## src/sv/irpd_pkg.sv

```systemverilog
// ----------------------------------------------------------------------------
// irpd_pkg: shared types for the IR pulse-distance frame decoder
// Decode phases, result status codes, register indexes and the state and
// configuration records passed between the top level and the step logic.
// ----------------------------------------------------------------------------
package irpd_pkg;

  // Widths of the state and configuration fields
  localparam int unsigned TickW  = 11;
  localparam int unsigned BitIdxW = 6;
  localparam int unsigned FrameW = 64;
  localparam int unsigned CfgIdxW = 3;
  localparam int unsigned CfgDataW = 11;

  // Decode phases (code 7 is unused and recovers to idle)
  typedef enum logic [2:0] {
    PH_IDLE      = 3'd0,
    PH_LEAD_LOW  = 3'd1,
    PH_LEAD_HIGH = 3'd2,
    PH_BIT_LOW   = 3'd3,
    PH_SAMPLE    = 3'd4,
    PH_BIT_HIGH  = 3'd5,
    PH_TRAIL     = 3'd6
  } phase_t;

  // Result status codes
  typedef enum logic [2:0] {
    ST_OK             = 3'd0,
    ST_LEAD_LOW_TO    = 3'd1,
    ST_LEAD_HIGH_TO   = 3'd2,
    ST_BIT_LOW_TO     = 3'd3,
    ST_BIT_HIGH_TO    = 3'd4,
    ST_COMPL_MISMATCH = 3'd5
  } status_t;

  // Configuration register indexes
  localparam logic [CfgIdxW-1:0] REG_LEADER_LOW_LIMIT  = 3'd0;
  localparam logic [CfgIdxW-1:0] REG_LEADER_HIGH_LIMIT = 3'd1;
  localparam logic [CfgIdxW-1:0] REG_BIT_LOW_LIMIT     = 3'd2;
  localparam logic [CfgIdxW-1:0] REG_SAMPLE_DELAY      = 3'd3;
  localparam logic [CfgIdxW-1:0] REG_BIT_HIGH_LIMIT    = 3'd4;

  // Register reset values
  localparam logic [10:0] LEADER_LOW_LIMIT_RST  = 11'd1000;
  localparam logic [9:0]  LEADER_HIGH_LIMIT_RST = 10'd500;
  localparam logic [7:0]  BIT_LOW_LIMIT_RST     = 8'd60;
  localparam logic [7:0]  SAMPLE_DELAY_RST      = 8'd60;
  localparam logic [7:0]  BIT_HIGH_LIMIT_RST    = 8'd100;

  // Last bit of the frame
  localparam logic [BitIdxW-1:0] LAST_BIT = 6'd63;

  typedef struct packed {
    logic [10:0] leader_low_limit;
    logic [9:0]  leader_high_limit;
    logic [7:0]  bit_low_limit;
    logic [7:0]  sample_delay;
    logic [7:0]  bit_high_limit;
  } cfg_t;

  typedef struct packed {
    phase_t              phase;
    logic [TickW-1:0]    tick_count;
    logic [BitIdxW-1:0]  bit_index;
    logic [FrameW-1:0]   frame_shift;
  } dec_state_t;

endpackage

```

## src/sv/ir_pulse_distance_frame_decoder_core.sv

```systemverilog
// ----------------------------------------------------------------------------
// ir_pulse_distance_frame_decoder_core: NEC-style IR frame decoder
// Times the leader and decodes 64 pulse-distance bits from one pin sample per
// item, then reports the frame with a status.
// ----------------------------------------------------------------------------
// The block takes one pin sample per cycle while in_stall is low. An accepted
// sample is held in an input register; when the result register can take a
// result, the decode step updates the frame state and, when a frame ends or
// fails, loads the result register. The result register is one item deep:
// while a result waits under out_stall, the input register may still take one
// more sample, then in_stall rises.
module ir_pulse_distance_frame_decoder_core (
  input  logic        clk,
  input  logic        rst_n,
  // configuration write port
  input  logic        cfg_we,
  input  logic [2:0]  cfg_index,
  input  logic [10:0] cfg_wdata,
  // pin samples
  input  logic        in_valid,
  output logic        in_stall,
  input  logic        in_pin_level,
  // frame results
  output logic        out_valid,
  input  logic        out_stall,
  output logic [63:0] out_frame_data,
  output logic [2:0]  out_status
);

  irpd_pkg::cfg_t       cfg_r;
  irpd_pkg::dec_state_t state_r;
  irpd_pkg::dec_state_t state_nxt;
  logic                 step_emit;
  irpd_pkg::status_t    step_status;

  logic                 in_valid_r;
  logic                 pin_r;
  logic                 adv;
  logic                 in_take;

  logic                 out_valid_r;
  logic [63:0]          out_frame_data_r;
  irpd_pkg::status_t    out_status_r;

  // Handshake: the decode step runs when a sample is held and the result register can take a result
  assign adv      = in_valid_r && !(out_valid_r && out_stall);
  assign in_stall = in_valid_r && !adv;
  assign in_take  = in_valid && !in_stall;

  // Configuration registers
  always_ff @(posedge clk) begin
    if (!rst_n) begin
      cfg_r.leader_low_limit  <= irpd_pkg::LEADER_LOW_LIMIT_RST;
      cfg_r.leader_high_limit <= irpd_pkg::LEADER_HIGH_LIMIT_RST;
      cfg_r.bit_low_limit     <= irpd_pkg::BIT_LOW_LIMIT_RST;
      cfg_r.sample_delay      <= irpd_pkg::SAMPLE_DELAY_RST;
      cfg_r.bit_high_limit    <= irpd_pkg::BIT_HIGH_LIMIT_RST;
    end else if (cfg_we) begin
      unique case (cfg_index)
        irpd_pkg::REG_LEADER_LOW_LIMIT:  cfg_r.leader_low_limit  <= cfg_wdata;
        irpd_pkg::REG_LEADER_HIGH_LIMIT: cfg_r.leader_high_limit <= cfg_wdata[9:0];
        irpd_pkg::REG_BIT_LOW_LIMIT:     cfg_r.bit_low_limit     <= cfg_wdata[7:0];
        irpd_pkg::REG_SAMPLE_DELAY:      cfg_r.sample_delay      <= cfg_wdata[7:0];
        irpd_pkg::REG_BIT_HIGH_LIMIT:    cfg_r.bit_high_limit    <= cfg_wdata[7:0];
        default: ;
      endcase
    end
  end

  // Input register
  always_ff @(posedge clk) begin
    if (!rst_n) begin
      in_valid_r <= 1'b0;
    end else if (in_take) begin
      in_valid_r <= 1'b1;
    end else if (adv) begin
      in_valid_r <= 1'b0;
    end
  end

  always_ff @(posedge clk) begin
    if (in_take) begin
      pin_r <= in_pin_level;
    end
  end

  // Decode step
  irpd_step u_step (
    .cur    (state_r),
    .cfg    (cfg_r),
    .pin    (pin_r),
    .nxt    (state_nxt),
    .emit   (step_emit),
    .status (step_status)
  );

  // Frame state
  always_ff @(posedge clk) begin
    if (!rst_n) begin
      state_r.phase       <= irpd_pkg::PH_IDLE;
      state_r.tick_count  <= '0;
      state_r.bit_index   <= '0;
      state_r.frame_shift <= '0;
    end else if (adv) begin
      state_r <= state_nxt;
    end
  end

  // Result register
  always_ff @(posedge clk) begin
    if (!rst_n) begin
      out_valid_r <= 1'b0;
    end else if (adv && step_emit) begin
      out_valid_r <= 1'b1;
    end else if (!out_stall) begin
      out_valid_r <= 1'b0;
    end
  end

  always_ff @(posedge clk) begin
    if (adv && step_emit) begin
      out_frame_data_r <= state_nxt.frame_shift;
      out_status_r     <= step_status;
    end
  end

  assign out_valid      = out_valid_r;
  assign out_frame_data = out_frame_data_r;
  assign out_status     = out_status_r;

`ifndef SYNTHESIS
  // Input side stalls only behind a held result
  a_stall_cause: assert property (@(posedge clk) disable iff (!rst_n)
    in_stall |-> (out_valid_r && out_stall))
    else $error("input stalled without a held result");

  // Reported status is a defined code
  a_status_range: assert property (@(posedge clk) disable iff (!rst_n)
    out_valid_r |-> (out_status_r <= irpd_pkg::ST_COMPL_MISMATCH))
    else $error("result status out of range");

  // An ok frame carries complementary byte pairs
  a_ok_compl: assert property (@(posedge clk) disable iff (!rst_n)
    (out_valid_r && (out_status_r == irpd_pkg::ST_OK)) |->
      (((out_frame_data_r[23:16] ^ out_frame_data_r[31:24]) == 8'hFF) &&
       ((out_frame_data_r[39:32] ^ out_frame_data_r[47:40]) == 8'hFF) &&
       ((out_frame_data_r[55:48] ^ out_frame_data_r[63:56]) == 8'hFF)))
    else $error("ok frame fails complement check");

  // Idle keeps counters cleared
  a_idle_clear: assert property (@(posedge clk) disable iff (!rst_n)
    (state_r.phase == irpd_pkg::PH_IDLE) |->
      ((state_r.tick_count == '0) && (state_r.bit_index == '0)))
    else $error("counters not cleared in idle");
`endif

endmodule

```

## src/sv/irpd_step.sv

```systemverilog
// ----------------------------------------------------------------------------
// irpd_step: one-sample decode step
// Given the decoder state, the registers and one pin sample, produces the
// next state and, when a frame ends or fails, a result with its status.
// ----------------------------------------------------------------------------
module irpd_step (
  input  irpd_pkg::dec_state_t cur,
  input  irpd_pkg::cfg_t       cfg,
  input  logic                 pin,
  output irpd_pkg::dec_state_t nxt,
  output logic                 emit,
  output irpd_pkg::status_t    status
);

  logic [irpd_pkg::TickW-1:0]  tc_inc;
  logic [7:0]                  eff_delay;
  logic [irpd_pkg::FrameW-1:0] frame_set;
  logic                        compl_ok;

  // Shared terms
  assign tc_inc    = cur.tick_count + 11'd1;
  assign eff_delay = (cfg.sample_delay == 8'd0) ? 8'd1 : cfg.sample_delay;
  assign frame_set = cur.frame_shift | ({{(irpd_pkg::FrameW-1){1'b0}}, 1'b1} << cur.bit_index);
  assign compl_ok  = ((cur.frame_shift[23:16] ^ cur.frame_shift[31:24]) == 8'hFF) &&
                     ((cur.frame_shift[39:32] ^ cur.frame_shift[47:40]) == 8'hFF) &&
                     ((cur.frame_shift[55:48] ^ cur.frame_shift[63:56]) == 8'hFF);

  // Next state; a level that ends a phase is also the first sample of the next
  always_comb begin
    nxt    = cur;
    emit   = 1'b0;
    status = irpd_pkg::ST_OK;
    unique case (cur.phase)
      irpd_pkg::PH_IDLE: begin
        if (!pin) begin
          nxt.frame_shift = '0;
          nxt.bit_index   = '0;
          if (cfg.leader_low_limit == 11'd0) begin
            emit           = 1'b1;
            status         = irpd_pkg::ST_LEAD_LOW_TO;
            nxt.tick_count = '0;
          end else begin
            nxt.phase      = irpd_pkg::PH_LEAD_LOW;
            nxt.tick_count = 11'd1;
          end
        end
      end
      irpd_pkg::PH_LEAD_LOW: begin
        if (!pin) begin
          if (cur.tick_count >= cfg.leader_low_limit) begin
            emit   = 1'b1;
            status = irpd_pkg::ST_LEAD_LOW_TO;
          end else begin
            nxt.tick_count = tc_inc;
          end
        end else if (cfg.leader_high_limit == 10'd0) begin
          emit   = 1'b1;
          status = irpd_pkg::ST_LEAD_HIGH_TO;
        end else begin
          nxt.phase      = irpd_pkg::PH_LEAD_HIGH;
          nxt.tick_count = 11'd1;
        end
      end
      irpd_pkg::PH_LEAD_HIGH: begin
        if (pin) begin
          if (cur.tick_count >= {1'b0, cfg.leader_high_limit}) begin
            emit   = 1'b1;
            status = irpd_pkg::ST_LEAD_HIGH_TO;
          end else begin
            nxt.tick_count = tc_inc;
          end
        end else if (cfg.bit_low_limit == 8'd0) begin
          emit   = 1'b1;
          status = irpd_pkg::ST_BIT_LOW_TO;
        end else begin
          nxt.phase      = irpd_pkg::PH_BIT_LOW;
          nxt.tick_count = 11'd1;
        end
      end
      irpd_pkg::PH_BIT_LOW: begin
        if (!pin) begin
          if (cur.tick_count >= {3'b000, cfg.bit_low_limit}) begin
            emit   = 1'b1;
            status = irpd_pkg::ST_BIT_LOW_TO;
          end else begin
            nxt.tick_count = tc_inc;
          end
        end else begin
          nxt.phase      = irpd_pkg::PH_SAMPLE;
          nxt.tick_count = '0;
        end
      end
      irpd_pkg::PH_SAMPLE: begin
        if (tc_inc < {3'b000, eff_delay}) begin
          nxt.tick_count = tc_inc;
        end else if (pin) begin
          // one bit: record it, then time its high
          nxt.frame_shift = frame_set;
          if (cfg.bit_high_limit == 8'd0) begin
            emit   = 1'b1;
            status = irpd_pkg::ST_BIT_HIGH_TO;
          end else begin
            nxt.phase      = irpd_pkg::PH_BIT_HIGH;
            nxt.tick_count = 11'd1;
          end
        end else if (cur.bit_index == irpd_pkg::LAST_BIT) begin
          nxt.phase      = irpd_pkg::PH_TRAIL;
          nxt.tick_count = '0;
          nxt.bit_index  = '0;
        end else begin
          nxt.bit_index = cur.bit_index + 6'd1;
          if (cfg.bit_low_limit == 8'd0) begin
            emit   = 1'b1;
            status = irpd_pkg::ST_BIT_LOW_TO;
          end else begin
            nxt.phase      = irpd_pkg::PH_BIT_LOW;
            nxt.tick_count = 11'd1;
          end
        end
      end
      irpd_pkg::PH_BIT_HIGH: begin
        if (pin) begin
          if (cur.tick_count >= {3'b000, cfg.bit_high_limit}) begin
            emit   = 1'b1;
            status = irpd_pkg::ST_BIT_HIGH_TO;
          end else begin
            nxt.tick_count = tc_inc;
          end
        end else if (cur.bit_index == irpd_pkg::LAST_BIT) begin
          nxt.phase      = irpd_pkg::PH_TRAIL;
          nxt.tick_count = '0;
          nxt.bit_index  = '0;
        end else begin
          nxt.bit_index = cur.bit_index + 6'd1;
          if (cfg.bit_low_limit == 8'd0) begin
            emit   = 1'b1;
            status = irpd_pkg::ST_BIT_LOW_TO;
          end else begin
            nxt.phase      = irpd_pkg::PH_BIT_LOW;
            nxt.tick_count = 11'd1;
          end
        end
      end
      irpd_pkg::PH_TRAIL: begin
        if (tc_inc < {3'b000, eff_delay}) begin
          nxt.tick_count = tc_inc;
        end else begin
          emit   = 1'b1;
          status = compl_ok ? irpd_pkg::ST_OK : irpd_pkg::ST_COMPL_MISMATCH;
        end
      end
      default: begin
        nxt.phase      = irpd_pkg::PH_IDLE;
        nxt.tick_count = '0;
        nxt.bit_index  = '0;
      end
    endcase

    // Any result ends the frame
    if (emit) begin
      nxt.phase      = irpd_pkg::PH_IDLE;
      nxt.tick_count = '0;
      nxt.bit_index  = '0;
    end
  end

endmodule

```

## config.mk

```make
export PLATFORM = sky130hd
export DESIGN_NAME = ir_pulse_distance_frame_decoder_core
export DESIGN_NICKNAME = d
export VERILOG_FILES = /design/src/sv/irpd_pkg.sv /design/src/sv/ir_pulse_distance_frame_decoder_core.sv /design/src/sv/irpd_step.sv
export SDC_FILE = /design/constraint.sdc
export NUM_CORES = 1
export LEC_CHECK = 0
export ABC_AREA = 1
export BUFFER_PORTS_ARGS = -buffer_cell sky130_fd_sc_hd__buf_2
export CORE_UTILIZATION = 35
export DETAILED_ROUTE_END_ITERATION = 12
export GPL_ROUTABILITY_DRIVEN = 0
export HOLD_SLACK_MARGIN = 0.05
export PLACE_DENSITY_LB_ADDON = 0.3
export SYNTH_ARGS = -nofsm -noshare
export SYNTH_HDL_FRONTEND = slang
export SYNTH_SLANG_ARGS = --single-unit
```

## constraint.sdc

```tcl
create_clock -name clk -period 4.38 [get_ports clk]
set_input_delay 0.219 -clock clk [delete_from_list [all_inputs] [get_ports clk]]
set_output_delay 0.219 -clock clk [all_outputs]
set_load 0.02 [all_outputs]
```

# Word-level counts from Yosys, hierarchy flattened
# Index checks and enable logic that the tools add are counted.
dict set report word_totals {
  register_bits 199
  input_bits 20
  out_inout_bits 69
  wordCells 159
}
dict set report op_classes {
  addsub 2
  order_cmp 5
  eq_ne 33
  n_shift 1
  muxes 73
  n_bitwise 4
  n_reduce_logical 27
}
# cell count
set op_table {}
lappend op_table {{64-bit case mux with 2 select lines} 1}
lappend op_table {{11-bit 2-to-1 mux} 10}
lappend op_table {{84-bit 2-to-1 mux} 1}
lappend op_table {{11-bit case mux with 7 select lines} 1}
lappend op_table {{70-bit 2-to-1 mux} 1}
lappend op_table {{64-bit 2-to-1 mux} 1}
lappend op_table {{64-bit bitwise OR} 1}
lappend op_table {{1-bit by 6-bit << shifter with 64-bit output (first input constant)} 1}
lappend op_table {{14-bit 2-to-1 mux} 4}
lappend op_table {{3-bit 2-to-1 mux} 16}
lappend op_table {{3-bit case mux with 7 select lines} 2}
lappend op_table {{20-bit 2-to-1 mux} 2}
lappend op_table {{8-bit == test (second input constant)} 3}
lappend op_table {{8-bit logical NOT} 3}
lappend op_table {{1-bit 2-to-1 mux} 24}
lappend op_table {{3-bit inequality test (second input constant)} 8}
lappend op_table {{4-bit inequality test (second input constant)} 6}
lappend op_table {{6-bit case mux with 4 select lines} 1}
lappend op_table {{8-bit XOR} 3}
lappend op_table {{11-bit by 8-bit >= comparator with 1-bit output} 2}
lappend op_table {{3-bit by 2-bit == test with 1-bit output (second input constant)} 4}
lappend op_table {{3-bit == test (second input constant)} 4}
lappend op_table {{2-bit 2-to-1 mux} 6}
lappend op_table {{11-bit by 1-bit adder with 11-bit output (second input constant)} 1}
lappend op_table {{24 further kinds} 39}

# Longest topological paths before layout
dict set report depth {
  ltp_word 8
  mapped_depth 22
  ltp_nobuf 21
}

# By module
# From an unflattened synthesis, not the netlist that was laid out.
dict set report hier_totals {
  hier_cells 1747
  hier_area_um2 12291.8
}
# module n_inst cells_each area_each_um2 seq_area_each_um2
set by_module_without_submodules {}
lappend by_module_without_submodules {ir_pulse_distance_frame_decoder_core 1 694 6751.5 4664.5}
lappend by_module_without_submodules {irpd_step 1 1053 5540.3 0.0}

# Worst setup path before layout
# Ideal clock, no wire load.
dict set report synth_timing {
  path_kind {flip-flop to flip-flop}
  from {register state_r[72] in the netlist's numbering}
  to {register out_frame_data_r[0], in the netlist out_frame_data[0], enable pin}
  setup_time_ns 0.421
  t_arrival_ns 3.524
  required_time_ns 3.959
  slack_ns 0.435
  path_stages_with_launch 18
  n_path_buf 1
  period_less_slack_ns 3.945
  path_cell_list {dfxtp_1 > nand2_1 > nor2_1 > nand2_1 > xor2_1 > inv_1 > ha_1 > inv_1 > nor3_1 > a211oi_1 > nand2_1 > nand2_1 > nand2_2 > buf_6 > nand3_2 > nand2_2 > o21ai_0 > inv_1}
}
dict set report synth_via {
  elab_chain_len 5
  elab_cells_between_ends 18
  cone_classes {add/sub (1); order compare (5); mux (11); reduce/logical (1)}
}
# element line_no
set synth_lines {}
lappend synth_lines {{from (decl)} ir_pulse_distance_frame_decoder_core.sv:31} ;# irpd_pkg::dec_state_t state_r;
lappend synth_lines {{from (signal assigned)} ir_pulse_distance_frame_decoder_core.sv:105} ;# state_r <= state_nxt;
lappend synth_lines {{11-bit by 1-bit adder with 11-bit output, or another cell as far along} irpd_step.sv:21} ;# assign tc_inc = cur.tick_count + 11'd1;
lappend synth_lines {{11-bit by 8-bit less-than comparator with 1-bit output, or another cell as far along} {irpd_step.sv:94, irpd_step.sv:145}}
lappend synth_lines {{1-bit 2-to-1 mux, or another cell as far along} irpd_step.sv:145} ;# if (tc_inc < {3'b000, eff_delay}) begin
lappend synth_lines {{1-bit case mux with 7 select lines *} irpd_step.sv:33} ;# unique case (cur.phase)
lappend synth_lines {{1-bit logical AND *} ir_pulse_distance_frame_decoder_core.sv:121} ;# if (adv && step_emit) begin
lappend synth_lines {{to (signal assigned)} ir_pulse_distance_frame_decoder_core.sv:122} ;# out_frame_data_r <= state_nxt.frame_shift;
lappend synth_lines {{to (decl)} ir_pulse_distance_frame_decoder_core.sv:42} ;# logic [63:0] out_frame_data_r;
# Mark *: on every way between the ends. The rest lies on a longest branch, timed or not.
# A chain may end at the register's enable or synchronous reset.

# Final worst setup path
dict set report layout_timing {
  from {register state_r[72] in the netlist's numbering}
  to {register out_frame_data_r[34], in the netlist out_frame_data[34], enable pin}
}
# The elaborated chain is that of the path after synthesis.

==> Flow_metrics.wiki <==
{| class="wikitable"
! Metric !! Value
|-
| Run status || complete, no violations
|-
| Number of synthesis warnings || 0
|-
| Area Growth Syn to Fin || 14.3%
|-
| Setup TNS || 0 ns
|-
| Worst Tran Pin Value || ~1.1 ns
|-
| Max cap viols || 0
|-
| Setup Slack @ Placement || 0.755 ns
|-
| Setup Crit Path Kind || reg2reg
|-
| Vias in the first global route || between 8000 and 9000
|-
| Hold bufs inserted after CTS || 3
|-
| Highest attainable clock frequency || ~270 MHz
|-
| Clock tree from TritonCTS || built
|-
| Die area || 30700 sq um
|-
| Count of non-filler cells in the finished layout || approximately 1800
|-
| Crit end category || register
|-
| Clock latency on the worst-skew pair || 0.45 ns
|-
| Number of buffers created by CTS || 17
|-
| DRC marker count from the first detailed-route iteration || approximately 750
|-
| Post-Layout Inst Area || approximately 12000 sq um
|-
| Min-delay worst type || in2reg
|-
| Count of buffers from port buffering || between 80 and 90
|-
| Biggest area consumer among synthesized cells || sky130_fd_sc_hd__dfxtp_1
|-
| Peak VDD IR || approximately 220 uV
|-
| Fraction of layout instances using a drive strength above 1 || 0.112
|-
| IO Count || 89
|-
| Clock tree skew after final layout || roughly 0.020 ns
|-
| Global-route wire length before repair || 46.6 mm
|-
| Layout net count || roughly 1500
|-
| Clock transition at the register clock pins on the worst setup and hold paths after CTS || roughly 0.090 ns
|-
| RSZ-0062 raised after global routing || false
|-
| Fin Hold WS || 0.0625 ns
|-
| Count of different cell masters after synthesis || between 40 and 50
|-
| Post-synth net total || 1432
|-
| Post-Place Cell Area || 11300 sq um
|-
| Total setup violations reported at the end of the flow || 0
|-
| Maximum number of pins on one net before global-route repair || 123
|-
| Placement row count || 63
|-
| Total count of hold-check failures in the final report || 0
|-
| Cell types with the highest counts after synthesis || sky130_fd_sc_hd__inv_1 (232), sky130_fd_sc_hd__nand2_1 (206), sky130_fd_sc_hd__a21oi_1 (136)
|-
| Via/cell ratio || slightly above 5
|-
| Fin crit share || 0.839
|-
| Dpl cells || between 1500 and 2000
|-
| Total global-route track usage || 0.194
|-
| Fin crit period || 3.67 ns
|-
| CP Max Fanout || 24
|-
| Static leakage || roughly 5.4 nW
|-
| Synth area leaders || sky130_fd_sc_hd__dfxtp_1 (25%), sky130_fd_sc_hd__edfxtp_1 (19%), sky130_fd_sc_hd__inv_1 (8.3%)
|-
| Share of the yosys chip area belonging to registers || 0.444
|-
| Count of H-tree levels built during CTS || 4
|-
| Buffers from clock root to sink, at most || 2
|-
| Arr. time, crit path || between 3 and 4 ns
|-
| Antenna viol nets, final || 0
|-
| Clock sinks || roughly 200
|-
| Total setup buffers inserted after CTS || 0
|-
| Placed wire-length estimate after detailed placement || 21.4 mm
|-
| Crit path launch type || register
|-
| Total iterations of the first detailed-routing run || 9
|-
| Die Span X || approximately 180 um
|-
| Number of antenna violations at the first check in global routing || 0
|-
| Core outline area || approximately 30000 sq um
|-
| Most used flip-flop cell after synthesis || sky130_fd_sc_hd__dfxtp_1
|-
| Drt wl/cell || between 15 and 20 um
|-
| Starting Density || 0.355
|-
| Most numerous cell in the Yosys netlist || sky130_fd_sc_hd__inv_1
|-
| Worst slew margin relative to its limit || 0.249
|-
| Avg Inst Size Synth || a little under 8 sq um
|-
| Max-slew violation count || 0
|-
| Fill cell instance count of the final layout || roughly 3100
|-
| Post-route setup slack || around 0.71 ns
|-
| Vertical extent of the die || ~180 um
|-
| Clk root buf || sky130_fd_sc_hd__clkbuf_16
|-
| Post-CTS Resized || 0
|-
| # diodes || 0
|-
| CP required || approximately 4.5 ns
|-
| Power per unit of standard cell area || around 360 nW/um^2
|-
| Post-synthesis instance total || 1361
|-
| Total Routed Length || slightly below 30 mm
|-
| Drt drc || 0
|-
| Number of flops mapped to enable cells by yosys || 68
|-
| Number of register bits inferred by synthesis || between 150 and 200
|-
| Routed via count || between 9000 and 10000
|-
| Remaining Overflow, GRT || 0
|-
| Share of flip-flops with an asynchronous set or reset after synthesis || 0
|-
| Area share of the largest cell type after synthesis || 0.250
|-
| Combined area of all synthesized cells || approximately 10000 sq um
|}
==> critical path: stages (launching register included) <==
cell	delay (ns)
sky130_fd_sc_hd__dfxtp_1	0.56
sky130_fd_sc_hd__nand2_1	0.13
sky130_fd_sc_hd__nor2_1	0.26
sky130_fd_sc_hd__nand2_1	0.10
sky130_fd_sc_hd__xor2_1	0.16
sky130_fd_sc_hd__inv_1	0.06
sky130_fd_sc_hd__ha_1	0.26
sky130_fd_sc_hd__inv_1	0.04
sky130_fd_sc_hd__nor3_1	0.18
sky130_fd_sc_hd__a211oi_1	0.07
sky130_fd_sc_hd__nand2_1	0.07
sky130_fd_sc_hd__nand2_1	0.06
sky130_fd_sc_hd__nand2_2	0.22
sky130_fd_sc_hd__nand3_2	0.15
sky130_fd_sc_hd__nand2_2	0.11
sky130_fd_sc_hd__o21ai_0	0.16
sky130_fd_sc_hd__inv_2	0.50
sky130_fd_sc_hd__buf_12	0.25
==> path summary, 6_finish.rpt <==
path / startpoint / end / slack, ns / depth (start not counted)
hold / removal: in_valid / in_valid_r / 0.06 / 3
setup reg to reg: state_r[72] / out_frame_data[34] / 0.71 / 17
hold reg to reg: cfg_r[8] / cfg_r[8] / 0.48 / 2
setup / recovery: state_r[72] / out_frame_data[34] / 0.71 / 17
==> layout make-up <==
class / count / area (sq um) / area share
Tap cell: 390 / 488 / 0.0407
Inverter: 237 / 890 / 0.0741
Clock inverter: 15 / 224 / 0.0187
Sequential cell: 199 / 4660 / 0.389
Clock buffer: 17 / 425 / 0.0354
Multi-Input combinational cell: 868 / 4720 / 0.393
Timing Repair Buffer: 104 / 593 / 0.0494
==> report_power, final <==
part	switching [mW]	internal, mW	total (mW)
clock	0.903	0.812	1.71
sequential	0.0532	1.98	2.03
combinational	0.387	0.167	0.554
total	1.34	2.95	4.30
==> per-stage QoR <==
stage,power [mW],utilization
after floorplan,2.45,-
after global routing,4.48,0.406
final,4.30,0.406
after detailed placement,2.62,0.383
after CTS,4.32,0.406
after global placement,2.61,0.383
==> layout by cell type (no fill, tap or decap), types with 3 or more instances in the layout <==
cell type                         n
sky130_fd_sc_hd__a21oi_1        136
sky130_fd_sc_hd__buf_2           88
sky130_fd_sc_hd__buf_4           11
sky130_fd_sc_hd__clkbuf_16       17
sky130_fd_sc_hd__clkinv_8         5
sky130_fd_sc_hd__dfxtp_1        131
sky130_fd_sc_hd__dlygate4sd3_1    3
sky130_fd_sc_hd__edfxtp_1        68
sky130_fd_sc_hd__ha_1            51
sky130_fd_sc_hd__inv_1          231
sky130_fd_sc_hd__inv_12           4
sky130_fd_sc_hd__inv_2            5
sky130_fd_sc_hd__nand2_1        205
sky130_fd_sc_hd__nand2_2          9
sky130_fd_sc_hd__nand3_1         73
sky130_fd_sc_hd__nand4_1         27
sky130_fd_sc_hd__nor2_1          91
sky130_fd_sc_hd__nor2_4           4
sky130_fd_sc_hd__nor3_1          17
sky130_fd_sc_hd__nor4_1           4
sky130_fd_sc_hd__o211ai_1        28
sky130_fd_sc_hd__o21ai_0        126
sky130_fd_sc_hd__o21ai_1          7
sky130_fd_sc_hd__o22ai_1         45
sky130_fd_sc_hd__xnor2_1          6
sky130_fd_sc_hd__xor2_1          17
==> flip-flops by register name, summed over array words and instances (netlist names) <==
register / flops
out_valid: 1
cfg_r: 45
state_r: 84
out_frame_data: 64
out_status: 3
pin_r: 1
in_valid_r: 1
==> routing by layer <==
layer / track usage / routed length (um)
met5: 0 / 0
met4: 0.0783 / 762
met3: 0.0274 / 1450
met2: 0.321 / 13800
met1: 0.254 / 13500
==> cell families after synthesis <==
| logic type | count (synthesis) | synth area share |
|---|---|---|
| buffers and inverters | 294 | 0.108 |
| AO/OA/AOI/OAI | 355 | 0.185 |
| adder cells (fa/ha/maj) | 51 | 0.0608 |
| flip-flops | 199 | 0.444 |
| XOR/XNOR | 23 | 0.0192 |
| AND/OR/NAND/NOR | 439 | 0.182 |
No activity file was read; power rests on OpenSTA's default activity.
